<file path="src/hdl/dtwr_pkg.sv">
// ----------------------------------------------------------------------------
// dtwr_pkg
// Types and constants shared by the ranging responder modules.
// ----------------------------------------------------------------------------
package dtwr_pkg;

  localparam int RX_W      = 40;
  localparam int LEN_W     = 10;
  localparam int CFG_AW    = 3;
  localparam int CFG_DW    = 32;
  localparam int DEN_W     = 34;
  localparam int DIV_STEPS = 32;
  localparam int DIV_CNT_W = $clog2(DIV_STEPS);

  localparam logic [15:0] FRAME_CTRL_EXP = 16'h8841;
  localparam logic [7:0]  FUNC_POLL      = 8'h21;
  localparam logic [7:0]  FUNC_FINAL     = 8'h23;

  localparam logic [15:0]      PAN_RST    = 16'hDECA;
  localparam logic [15:0]      OWN_RST    = 16'h4157;
  localparam logic [15:0]      PEER_RST   = 16'h4556;
  localparam logic [31:0]      DELAY_RST  = 32'h036D8168;
  localparam logic [LEN_W-1:0] MAXLEN_RST = 10'd24;

  localparam logic [CFG_AW-1:0] REG_PAN_ID   = 3'd0;
  localparam logic [CFG_AW-1:0] REG_OWN_ADDR = 3'd1;
  localparam logic [CFG_AW-1:0] REG_PEER     = 3'd2;
  localparam logic [CFG_AW-1:0] REG_DELAY    = 3'd3;
  localparam logic [CFG_AW-1:0] REG_MAX_LEN  = 3'd4;

  localparam logic [31:0] SAT_POS = 32'h7FFF_FFFF;
  localparam logic [31:0] SAT_NEG = 32'h8000_0000;

  typedef enum logic [1:0] {
    ACT_NONE    = 2'd0,
    ACT_RESP    = 2'd1,
    ACT_DONE    = 2'd2,
    ACT_INVALID = 2'd3
  } action_t;

  typedef enum logic [2:0] {
    ST_IDLE,
    ST_EVAL,
    ST_PREP,
    ST_DIV,
    ST_DONE
  } fsm_state_t;

  typedef struct packed {
    logic             req_type;
    logic [LEN_W-1:0] frame_length;
    logic [15:0]      frame_control;
    logic [15:0]      dest_pan;
    logic [15:0]      dest_addr;
    logic [15:0]      src_addr;
    logic [7:0]       func_code;
    logic [RX_W-1:0]  rx_time;
    logic [RX_W-1:0]  tx_time;
    logic [31:0]      poll_tx_stamp;
    logic [31:0]      resp_rx_stamp;
    logic [31:0]      final_tx_stamp;
  } in_req_t;

  typedef struct packed {
    action_t            action;
    logic [7:0]         resp_seq;
    logic [31:0]        resp_send_time;
    logic signed [31:0] tof_units;
  } out_req_t;

  typedef struct packed {
    logic capture;
    logic load_prod;
    logic load_div;
    logic div_step;
    logic emit;
  } dp_cmd_t;

  typedef struct packed {
    logic is_range;
    logic den_zero;
    logic out_free;
  } dp_status_t;

endpackage

</file>
<file path="src/hdl/dtwr_ctrl.sv">
// ----------------------------------------------------------------------------
// dtwr_ctrl
// Sequencer of the responder: accepts a request, steps the datapath through
// evaluation, product, division and result delivery.
// ----------------------------------------------------------------------------
module dtwr_ctrl (
  input  logic                clk,
  input  logic                rst_n,
  input  logic                in_valid,
  output logic                in_stall,
  input  dtwr_pkg::dp_status_t status,
  output dtwr_pkg::dp_cmd_t    cmd
);
  import dtwr_pkg::*;

  fsm_state_t             state_r, state_nxt;
  logic [DIV_CNT_W-1:0]   cnt_r, cnt_nxt;

  always_ff @(posedge clk) begin
    if (!rst_n) begin
      state_r <= ST_IDLE;
      cnt_r   <= '0;
    end else begin
      state_r <= state_nxt;
      cnt_r   <= cnt_nxt;
    end
  end

  always_comb begin
    state_nxt = state_r;
    case (state_r)
      ST_IDLE: begin
        if (in_valid) state_nxt = ST_EVAL;
      end
      ST_EVAL: begin
        state_nxt = status.is_range ? ST_PREP : ST_DONE;
      end
      ST_PREP: begin
        state_nxt = status.den_zero ? ST_DONE : ST_DIV;
      end
      ST_DIV: begin
        if (cnt_r == DIV_CNT_W'(DIV_STEPS - 1)) state_nxt = ST_DONE;
      end
      ST_DONE: begin
        if (status.out_free) state_nxt = ST_IDLE;
      end
      default: begin
        state_nxt = ST_IDLE;
      end
    endcase
  end

  always_comb begin
    cmd      = '0;
    in_stall = 1'b1;
    cnt_nxt  = cnt_r;
    case (state_r)
      ST_IDLE: begin
        in_stall    = 1'b0;
        cmd.capture = in_valid;
      end
      ST_EVAL: begin
        cmd.load_prod = status.is_range;
      end
      ST_PREP: begin
        cmd.load_div = !status.den_zero;
        cnt_nxt      = '0;
      end
      ST_DIV: begin
        cmd.div_step = 1'b1;
        cnt_nxt      = cnt_r + 1'b1;
      end
      ST_DONE: begin
        cmd.emit = status.out_free;
      end
      default: begin
        cmd = '0;
      end
    endcase
  end

endmodule

</file>
<file path="config.mk">
export PLATFORM = sky130hd
export DESIGN_NAME = dtwr_ctrl
export DESIGN_NICKNAME = d
export VERILOG_FILES = /design/src/hdl/dtwr_pkg.sv /design/src/hdl/dtwr_ctrl.sv
export SDC_FILE = /design/constraint.sdc
export NUM_CORES = 1
export LEC_CHECK = 0
export CAP_MARGIN = 20
export CELL_PAD_IN_SITES_DETAIL_PLACEMENT = 0
export CELL_PAD_IN_SITES_GLOBAL_PLACEMENT = 2
export CORE_MARGIN = 2
export CORE_UTILIZATION = 33
export DETAILED_ROUTE_END_ITERATION = 8
export DONT_BUFFER_PORTS = 1
export PLACE_DENSITY_LB_ADDON = 0.1
export SLEW_MARGIN = 20
export SYNTH_ARGS = -nofsm -noshare
export SYNTH_HDL_FRONTEND = slang
export SYNTH_SLANG_ARGS = --single-unit
</file>
<file path="constraint.sdc">
create_clock -name clk -period 2.5 [get_ports clk]
set_input_delay 0.375 -clock clk [delete_from_list [all_inputs] [get_ports clk]]
set_output_delay 0.375 -clock clk [all_outputs]
set_load 0.05 [all_outputs]
</file>
-- After elaboration in Yosys (flattened, before gate mapping)
Cells that the tools add are included.
Widths: inputs -> output; s select.
- add/subtract/negate cells: 1
- eq/ne operators: 8
- muxes and demuxes: 13
- reduce and logical (&&, ||, !) cells: 4
- operators by type and width (kind ; count):
    $mux 3 ; 5
    $pmux 3 s5 ; 1
    $pmux 5 s2 ; 1
    $eq 3x2->1 const B ; 2
    $mux 1 ; 6
    $ne 2x2->1 const B ; 3
    $add 5x1->5 const B ; 1
    $eq 5x5->1 const B ; 1
    $eq 3x1->1 const B ; 1
    $eq 3x3->1 const B ; 1
    $logic_not 3->1 ; 1
    $reduce_and 3->1 ; 1
    $reduce_bool 2->1 ; 1
    $logic_not 1->1 ; 1
- register bits after elaboration: 8
- output and inout port bits: 6
- word-level logic and storage cells: 28

-- Depth between registers and ports, before layout
Gate-level depths: netlist (run 1).
- word-level depth: 3
- gate-level depth with buffers: 6
- gate-level depth less buffers: 6

-- Worst setup path before layout (run 1)
OpenSTA, ideal clock, no wires.
- path kind: register to output
- from: register state_r[1]
- to: output cmd[2] in the netlist's numbering
- arrival time: 1.733 ns
- data required time: 2.125 ns
- slack: 0.392 ns
- stages on the path, launching flop included: 3
- cell sequence: dfxtp_1 or2b_1 nor3_1
- RTL lines (what ; line ; text):
    start, declared ; dtwr_ctrl.sv:16 ; fsm_state_t state_r, state_nxt;
    start signal, assigned ; dtwr_ctrl.sv:24 ; state_r <= state_nxt;
    end, declared ; dtwr_ctrl.sv:12 ; output dtwr_pkg::dp_cmd_t cmd

==> results of run 1 <==
## worst max-delay path by stage
stage	endpoint	slack [ns]	cells past startpoint
2_1_floorplan	cmd[2]	0.39	2
4_1_cts	cmd[4]	0.41	3
3_3_place_gp	cmd[4]	0.72	3
6_report	cmd[4]	0.42	3
5_1_grt	cmd[4]	0.35	3
3_5_place_dp	cmd[4]	0.71	3
## area by class of cell
| type | count | share of cell area, % |
|---|---|---|
| Clock buffer | 3 | 4.59 |
| Inverter | 5 | 3.83 |
| Sequential cell | 8 | 32.7 |
| Multi-Input combinational cell | 40 | 50.5 |
| Tap cell | 15 | 3.83 |
| Timing Repair Buffer | 3 | 4.59 |
## sequential cells by signal, summed over array words and instances, names as in the netlist
signal   flops
cnt_r        5
state_r      3
## cells in the final DEF, fill, tap and decap left out
| master | synthesis | layout |
|---|---|---|
| a31oi_1 | 2 | 2 |
| and3_1 | 1 | 1 |
| a21oi_1 | 6 | 6 |
| nand2_1 | 5 | 5 |
| inv_1 | 5 | 5 |
| or2b_1 | 1 | 1 |
| o31ai_1 | 1 | 1 |
| or3b_1 | 1 | 1 |
| nor2_1 | 3 | 3 |
| buf_4 | 0 | 3 |
| dfxtp_1 | 8 | 8 |
| nand3_1 | 5 | 5 |
| mux2i_1 | 1 | 1 |
| nand3b_1 | 1 | 1 |
| clkbuf_4 | 0 | 3 |
| or3_1 | 2 | 2 |
| nor3_1 | 2 | 2 |
| nor2b_1 | 2 | 2 |
| nor4b_1 | 1 | 1 |
| nand2b_1 | 1 | 1 |
| ha_1 | 2 | 2 |
| mux2_2 | 2 | 2 |
| o21ai_0 | 1 | 1 |
## power by group through the flow
stage | registers (W) | clock network (W) | logic (W)
detailed placement | 0.000147 | 0 | 0.0000673
floorplan | 0.000140 | 0 | 0.0000635
global placement | 0.000147 | 0 | 0.0000674
global route | 0.000147 | 0.000112 | 0.0000707
CTS | 0.000145 | 0.000111 | 0.0000676
finish | 0.000145 | 0.000106 | 0.0000673
## stage by stage
stage / cells / worst slack (ns) / hold WS [ns] / util [%] / instance area (sq um)
4_1_cts: 74 / 0.412 / 0.273 / 39.2 / 490
3_3_place_gp: 71 / 0.722 / 0.445 / 37.4 / 468
2_1_floorplan: 54 / 0.392 / 0.436 / - / 432
6_report: 74 / 0.425 / 0.281 / 39.2 / 490
5_1_grt: 74 / 0.350 / 0.303 / 39.2 / 490
3_5_place_dp: 71 / 0.706 / 0.460 / 37.4 / 468
## cell families (layout without fill, tap and decap cells)
kind of cell | count (synthesis) | count (layout) | share of synthesized area, %
mux | 3 | 3 | 7.54
buf+inv | 6 | 11 | 5.51
compound gates | 10 | 10 | 12.8
simple gates | 25 | 25 | 31.3
flops | 8 | 8 | 37.1
fa+ha+maj | 2 | 2 | 5.80
## worst register-to-register path: stages, from the launching register on
cell,delay (ns)
dfxtp_1,0.33
ha_1,0.23
and3_1,0.20
ha_1,0.17
mux2i_1,0.15
nand2_1,0.11
a21oi_1,0.17
## metal layers
metal,part of all wire [%],GRT usage [%]
met1,43,15.6
met2,50,23.0
met3,4.7,5.00
met4,2.5,12.9
met5,0,0
==> impl_metrics.yaml, run 1 <==
status:
  status: "complete, no violations"
logic_synthesis:
  synthesis.nets: 62
  synthesis.area_sq_um: 432
  synthTopCellsByCount: "8 x dfxtp_1, 6 x a21oi_1, 5 x inv_1, 5 x nand2_1, 5 x nand3_1"
  synth_area_leader_cell: "dfxtp_1"
  synth_most_common_cell: "dfxtp_1"
  avgSynthCellArea_sq_um: 7.99
  synthTopCellsByArea: "dfxtp_1 37%, a21oi_1 7.0%, ha_1 5.8%, nand3_1 5.8%, mux2_2 5.2%"
  synth_ff_type: "dfxtp_1"
  ys_types: 22
  yosysSeqAreaShare_pct: 37.1
  synthCells: 54
  async_reset_ff_share_pct: 0
  synth.ff_latch_count: 8
  synth_edf_count: 0
  synth.top_cell.area_share_pct: 37.1
  ys_warn_count: 0
critical_path:
  cp_slowest_cell: "or3_1"
  critPathKind: "flip-flop to output pin"
  cpPeakStageDelay_ns: 0.61
  cp_max_fo: 13
  cp_data_required_time_ns: 2.12
  endpoint_kind: "output pin"
  crit_family: "simple AND/OR/NAND/NOR gates"
  cp-start-kind: "flip-flop"
  reg2reg_depth: 6
  r2r_start: "cnt_r[0]$_SDFFE_PN0P_"
  path_cells: "or3_1, nor2_1, buf_4"
  r2r_end: "state_r[1]$_SDFFE_PN0P_"
  cp_data_arrival_time_ns: 1.70
  cp_num_buf_inv: 1
  r2r_slack_ns: 1.07
  startpoint: "state_r[0]$_SDFFE_PN0P_"
min_path:
  min_from: "rst_n"
  hp-class: "input pin to flip-flop"
  whs_path_depth: 2
  holdPathEnd: "state_r[0]$_SDFFE_PN0P_"
finish:
  regArea_sq_um: 160
  nFillCells: 126
  drive_above_1_share_pct: 13.6
  multi_input_area_sq_um: 248
  nets: 69
  insertedDiodeCount: 0
  area_growth_pct: 13.6
pwr:
  power_frac_seq_pct: 45.4
  p_leak_nw: 0.211
  ir_worst_vdd_v: 0.000272
  combPwrFrac_pct: 21.1
  p_sw_share_pct: 35.2
  p_int_w: 0.000206
  total_power_w: 0.000318
  clkPwrFrac_pct: 33.4
  cellPowerDensity_nw_per_um2: 649
  p_switching_w: 0.000112
grt:
  grt_max_degree: 14
  grt_pass1_wl_microns: 1470
  grt_usage_pct: 14.7
  antenna_found_initial: 0
  grt.overflow.total: 0
  grt_pass1_vias: 342
timing:
  fin_crit_ns: 2.08
  relSlewSlack_pct: 65.3
  tightest_slew_ns: 0.521
  skew_ns: 0.00441
  fin_setup_tns_ns: 0
  finalSetupViolCount: 0
  fmax_ghz: 0.482
  rsz0062_at_grt: "false"
  hold_violations: 0
  min_period_over_period_pct: 83.0
  slew_violations: 0
placement:
  placement.io_buffers: 0
  place_hpwl_microns: 717
  place_congestion: 0.687
clock_network:
  h-tree-depth: 1
  worstSkewPairLatency_ns: 0.27
  ctsLongestPathBuffers: 2
  clkSinkCount: 8
  clk_pin_slew_ns: 0.05
  cts_hold_repair.buffers: 0
  postCtsSetupBuffers: 0
  cts_root_buffer: "clkbuf_4"
  cts-resized-gates: 0
  cts_buffers: 3
  cts_tree: "done"
floorplan:
  core-area_sq_um: 1250
  fp-row-count: 13
  fp.dieH_microns: 40.2
  fp.dieArea_sq_um: 1610
  die_width_microns: 40.2
  pin_count: 12
  initial_core_util_pct: 34.5
routing:
  wl_per_cell_microns: 13.0
  drcViolationCount: 0
  num_vias: 382
  drtAntennaViolNets: 0
  drt_iter0_markers: 7
  firstDrtPassIters: 2
  via_per_inst: 5.16
  wl_microns: 959
job:
  maxCapViolCount: 0
(Power assumes the default switching activity.)
==> run 2, diff against run 1 <==
--- a/config.mk
+++ b/config.mk
@@ -9,7 +9,7 @@
 export CELL_PAD_IN_SITES_DETAIL_PLACEMENT = 0
 export CELL_PAD_IN_SITES_GLOBAL_PLACEMENT = 2
 export CORE_MARGIN = 2
-export CORE_UTILIZATION = 33
+export CORE_UTILIZATION = 31
 export DETAILED_ROUTE_END_ITERATION = 8
 export DONT_BUFFER_PORTS = 1
 export PLACE_DENSITY_LB_ADDON = 0.1
==> constraint.sdc (replaced) <==
create_clock -name clk -period 2.17 [get_ports clk]
set_input_delay 0.3255 -clock clk [delete_from_list [all_inputs] [get_ports clk]]
set_output_delay 0.3255 -clock clk [all_outputs]
set_load 0.05 [all_outputs]
==> run 2 against run 1 <==
Effect of this change:
- sequential cell count stayed put
- via count is 0.52% higher
- largest power group unchanged
- non-clock buffer count is 1 higher
- hold slack worse by 0.046 ns
- die area is 5.8% higher
- critical path depth is 1 lower
- cell count is 1.4% higher
- register-to-register slack worse by 0.30 ns
- first-iteration DRC count is 57% higher
- cell area is 1.5% higher
- largest cell class unchanged
==> impl_metrics.yaml, run 2 (synthesis gave the netlist of run 1 again) <==
status:
  status: "complete, no violations"
timing:
  finalSetupViolCount: 0
  skew_ns: 0.00404
  fin_setup_tns_ns: 0
  fin_crit_ns: 1.73
  min_period_over_period_pct: 79.5
  slew_violations: 0
  relSlewSlack_pct: 71.7
  hold_violations: 0
  tightest_slew_ns: 0.425
  fmax_ghz: 0.579
  rsz0062_at_grt: "false"
clock_network:
  cts-resized-gates: 0
  clkSinkCount: 8
  clk_pin_slew_ns: 0.06
  postCtsSetupBuffers: 0
  cts_buffers: 3
  h-tree-depth: 1
  cts_hold_repair.buffers: 0
  cts_tree: "done"
  ctsLongestPathBuffers: 2
  cts_root_buffer: "clkbuf_4"
  worstSkewPairLatency_ns: 0.25
critical_path:
  r2r_slack_ns: 0.77
  cp_data_required_time_ns: 1.84
  r2r_end: "state_r[1]$_SDFFE_PN0P_"
  cp-start-kind: "flip-flop"
  cp_data_arrival_time_ns: 1.40
  startpoint: "state_r[0]$_SDFFE_PN0P_"
  r2r_start: "cnt_r[0]$_SDFFE_PN0P_"
  reg2reg_depth: 6
  endpoint_kind: "output pin"
  cp_max_fo: 13
  cp-endpoint: "cmd[1]"
  critPathKind: "flip-flop to output pin"
routing:
  wl_microns: 953
  drcViolationCount: 0
  wl_per_cell_microns: 12.7
  drt_iter0_markers: 11
  via_per_inst: 5.12
  firstDrtPassIters: 4
  drtAntennaViolNets: 0
  num_vias: 384
pwr:
  cellPowerDensity_nw_per_um2: 734
  clkPwrFrac_pct: 31.2
  p_sw_share_pct: 33.7
  p_int_w: 0.000242
  combPwrFrac_pct: 23.2
  p_leak_nw: 0.216
  power_frac_seq_pct: 45.6
  p_switching_w: 0.000123
  ir_worst_vdd_v: 0.000281
grt:
  grt_max_degree: 14
  grt_usage_pct: 16.0
  grt.overflow.total: 0
  grt_pass1_vias: 374
  grt_pass1_wl_microns: 1630
  antenna_found_initial: 0
finish:
  final_cell_mix: "8 x dfxtp_1, 6 x a21oi_1, 5 x inv_1, 5 x nand3_1, 5 x nand2_1"
  regMostFlops: "cnt_r"
  drive_above_1_share_pct: 15.0
  largest_reg_flops: 5
  nets: 70
  stdcell_area_sq_um: 498
  area_growth_pct: 15.4
  largestRegisters: "cnt_r: 5 flops, state_r: 3 flops"
  insertedDiodeCount: 0
  multi_input_area_sq_um: 248
  regArea_sq_um: 160
  nFillCells: 147
  final_common_cell: "dfxtp_1"
floorplan:
  fp.dieArea_sq_um: 1710
  pin_count: 12
  fp.dieH_microns: 41.3
  core-area_sq_um: 1300
  fp-row-count: 13
  die_width_microns: 41.3
  initial_core_util_pct: 33.2
min_path:
  hp-class: "input pin to flip-flop"
placement:
  place_area_sq_um: 475
  place_congestion: 0.748
  placement.io_buffers: 0
  place_hpwl_microns: 729
job:
  maxCapViolCount: 0
-- run 2: cell count changes in the layout (fill, tap and decap cells not counted), sizes merged --
cell,change
buf,+1
-- run 2: how the worst min path moves through the flow --
stage,from,to,slack (ns),cells after the start
2_1_floorplan,cnt_r[4]$_SDFFE_PN0P_,cnt_r[4]$_SDFFE_PN0P_,0.44,2
3_3_place_gp,cnt_r[4]$_SDFFE_PN0P_,cnt_r[4]$_SDFFE_PN0P_,0.45,2
3_5_place_dp,cnt_r[4]$_SDFFE_PN0P_,cnt_r[4]$_SDFFE_PN0P_,0.46,2
4_1_cts,rst_n,state_r[0]$_SDFFE_PN0P_,0.23,2
5_1_grt,rst_n,state_r[0]$_SDFFE_PN0P_,0.23,2
6_report,rst_n,state_r[0]$_SDFFE_PN0P_,0.24,2
-- run 2: per-stage QoR --
stage               setup WS, ns  std cells  power, W  hold WS [ns]  util [%]
detailed placement         0.706         72  0.000255         0.459      36.5
floorplan                  0.111         54  0.000235         0.436         -
CTS                        0.430         75  0.000373         0.225      38.3
finish                     0.444         75  0.000366         0.235      38.3
global placement           0.719         72  0.000254         0.454      36.5
global route               0.280         75  0.000390         0.228      38.3
-- run 2: cell type report --
cell class / instances / share of cell area (%)
sequential: 8 / 32.2
multi-input combinational: 40 / 49.7
clock buffer: 3 / 4.52
tap: 15 / 3.77
inverter: 5 / 3.77
timing repair buffer: 4 / 6.03
-- run 2: power by group through the flow --
| stage | Clock (W) | Sequential (W) | Combinational (W) |
|---|---|---|---|
| 2_1_floorplan | 0 | 0.000162 | 0.0000732 |
| 3_3_place_gp | 0 | 0.000169 | 0.0000844 |
| 3_5_place_dp | 0 | 0.000170 | 0.0000848 |
| 4_1_cts | 0.000122 | 0.000166 | 0.0000850 |
| 5_1_grt | 0.000132 | 0.000169 | 0.0000890 |
| 6_report | 0.000114 | 0.000167 | 0.0000848 |
-- run 2: worst max-delay path: stages, from the launching register on --
cell	delay, ns
dfxtp_1	0.57
nand3b_1	0.20
inv_1	0.37
-- run 2: metal layers --
layer	GRT usage [%]	routed length, microns
met1	16.6	417
met2	25.4	469
met3	8.51	58
met4	9.68	8
met5	0	0
==> run 3, diff against run 2 <==
--- a/config.mk
+++ b/config.mk
@@ -5,11 +5,12 @@
 export SDC_FILE = /design/constraint.sdc
 export NUM_CORES = 1
 export LEC_CHECK = 0
+export ABC_AREA = 1
 export CAP_MARGIN = 20
 export CELL_PAD_IN_SITES_DETAIL_PLACEMENT = 0
 export CELL_PAD_IN_SITES_GLOBAL_PLACEMENT = 2
 export CORE_MARGIN = 2
-export CORE_UTILIZATION = 31
+export CORE_UTILIZATION = 29
 export DETAILED_ROUTE_END_ITERATION = 8
 export DONT_BUFFER_PORTS = 1
 export PLACE_DENSITY_LB_ADDON = 0.1
==> constraint.sdc (replaced) <==
create_clock -name clk -period 1.6 [get_ports clk]
set_input_delay 0.24 -clock clk [delete_from_list [all_inputs] [get_ports clk]]
set_output_delay 0.24 -clock clk [all_outputs]
set_load 0.05 [all_outputs]
==> run 3 against run 2 <==
Effect of this change:
- synthesized cell count rose by 30%
- setup slack got worse by 0.35 ns
- clock-buffer cell count did not move
- sequential power rose by 39%
- die area increased by 12%
- hold slack got worse by 0.12 ns
- non-clock buffer count grew 1
- clock power grew 32%
- wire length shrank 5.7%
- critical endpoint is now cmd[4]
==> impl_metrics.yaml, run 3 <==
logic_synthesis:
  yosysSeqAreaShare_pct: 34.9
  synthCells: 70
  synth_area_leader_cell: "dfxtp_1"
  synthTopCellsByArea: "dfxtp_1 35%, nand2_1 9.8%, nor2_1 9.8%, inv_1 9.0%, ha_1 5.4%"
  synth_edf_count: 0
  avgSynthCellArea_sq_um: 6.56
  synth.top_cell.area_share_pct: 34.9
  synthTopCellsByCount: "12 x nand2_1, 12 x nor2_1, 11 x inv_1"
  synth_ff_type: "dfxtp_1"
  synthesis.nets: 78
  synthesis.area_sq_um: 459
  ys_types: 16
  synth.ff_latch_count: 8
  ys_warn_count: 0
  async_reset_ff_share_pct: 0
floorplan:
  fp.dieH_microns: 43.8
  pin_count: 12
  die_width_microns: 43.8
  core-area_sq_um: 1490
  fp.dieArea_sq_um: 1920
  initial_core_util_pct: 30.8
  fp-row-count: 14
status:
  status: "complete, no violations"
clock_network:
  clk_pin_slew_ns: 0.05
  ctsLongestPathBuffers: 2
  clkSinkCount: 8
  worstSkewPairLatency_ns: 0.25
  cts_tree: "done"
  cts_root_buffer: "clkbuf_4"
  postCtsSetupBuffers: 0
  h-tree-depth: 1
  cts_hold_repair.buffers: 0
  cts-resized-gates: 0
  cts_buffers: 3
critical_path:
  critPathKind: "flip-flop to output pin"
  cp-endpoint: "cmd[4]"
  cp_data_required_time_ns: 1.36
  r2r_end: "state_r[0]$_SDFFE_PN0P_"
  cpPeakStageDelay_ns: 0.35
  cp_slowest_cell: "dfxtp_1"
  reg2reg_depth: 9
  crit_family: "simple AND/OR/NAND/NOR gates"
  r2r_slack_ns: 0.26
  cp_data_arrival_time_ns: 1.27
  cp_max_fo: 4
  r2r_start: "cnt_r[0]$_SDFFE_PN0P_"
  path_cells: "nor2_1, nand2_1, nor2_4, buf_12"
  cp-start-kind: "flip-flop"
  cp_num_buf_inv: 1
  cp.depth: 4
  endpoint_kind: "output pin"
  startpoint: "state_r[2]$_SDFFE_PN0P_"
pwr:
  p_leak_nw: 0.250
  p_int_w: 0.000376
  cellPowerDensity_nw_per_um2: 1110
  p_sw_share_pct: 39.7
  total_power_w: 0.000624
  combPwrFrac_pct: 38.5
  power_frac_seq_pct: 37.2
  p_switching_w: 0.000247
  ir_worst_vdd_v: 0.000517
  clkPwrFrac_pct: 24.2
timing:
  fmax_ghz: 0.664
  relSlewSlack_pct: 83.4
  min_period_over_period_pct: 94.1
  finalSetupViolCount: 0
  rsz0062_at_grt: "false"
  hold_slack_ns: 0.120
  fin_crit_ns: 1.51
  fin_setup_tns_ns: 0
  tightest_slew_ns: 0.248
  skew_ns: 0.00810
  slew_violations: 0
  hold_violations: 0
routing:
  via_per_inst: 4.47
  firstDrtPassIters: 4
  wl_microns: 899
  drtAntennaViolNets: 0
  wl_per_cell_microns: 9.56
  drt_iter0_markers: 6
  drcViolationCount: 0
  num_vias: 420
finish:
  fin_util_pct: 37.8
  final_common_cell: "nand2_1"
  largest_reg_flops: 5
  stdcell_area_sq_um: 563
  regArea_sq_um: 160
  area_growth_pct: 22.6
  regMostFlops: "cnt_r"
  nets: 88
  final_cell_mix: "12 x nand2_1, 11 x nor2_1, 10 x inv_1"
  insertedDiodeCount: 0
  nFillCells: 158
  drive_above_1_share_pct: 23.1
  multi_input_area_sq_um: 258
  largestRegisters: "cnt_r: 5 flops, state_r: 3 flops"
min_path:
  hp-class: "input pin to flip-flop"
grt:
  antenna_found_initial: 0
  grt_pass1_wl_microns: 1520
  grt_usage_pct: 11.1
  grt.overflow.total: 0
  grt_pass1_vias: 347
  grt_max_degree: 8
placement:
  place_congestion: 0.740
  placement.io_buffers: 0
  place_hpwl_microns: 750
  place_area_sq_um: 537
job:
  maxCapViolCount: 0
## run 3: worst min-delay path by stage
stage	start	end	slack, ns	cells past startpoint
3_3_place_gp	rst_n	state_r[1]$_SDFFE_PN0P_	0.37	2
6_report	rst_n	state_r[1]$_SDFFE_PN0P_	0.12	2
3_5_place_dp	rst_n	state_r[1]$_SDFFE_PN0P_	0.37	2
4_1_cts	rst_n	state_r[1]$_SDFFE_PN0P_	0.12	2
2_1_floorplan	rst_n	state_r[1]$_SDFFE_PN0P_	0.36	2
5_1_grt	rst_n	state_r[1]$_SDFFE_PN0P_	0.12	2
## run 3: stage by stage
step / worst slack (ns) / std cells
after floorplan: 0.0527 / 70
after global placement: 0.283 / 91
after detailed placement: 0.272 / 91
after CTS: 0.0444 / 94
after global routing: 0.000617 / 94
final: 0.0949 / 94
## run 3: cell families after synthesis
kind of cell	count (synthesis)	synth area share, %
AND/OR/NAND/NOR	36	35.1
buffers and inverters	13	10.6
flip-flops	8	34.9
AO/OA/AOI/OAI	11	13.9
adder cells (fa/ha/maj)	2	5.45
## run 3: final cells by class
type | instances | area share, %
tap | 16 | 3.56
multi-input combinational | 49 | 45.8
inverter | 13 | 9.33
sequential | 8 | 28.4
clock buffer | 3 | 4.00
timing repair buffer | 5 | 8.89
## run 3: per-layer routing
metal  global-route usage [%]  vias up  part of all wire, %
li1                         -      239                    -
met1                     14.8      171                   52
met2                     14.7        8                   40
met3                     7.92        2                  6.9
met4                     1.82        0                 0.78
met5                        0        -                    0
## run 3: power by group through the flow
stage / Clock [W] / Combinational (W) / Sequential (W)
6_report: 0.000151 / 0.000240 / 0.000232
5_1_grt: 0.000170 / 0.000260 / 0.000235
4_1_cts: 0.000158 / 0.000242 / 0.000232
3_5_place_dp: 0 / 0.000242 / 0.000236
3_3_place_gp: 0 / 0.000243 / 0.000238
2_1_floorplan: 0 / 0.000178 / 0.000232
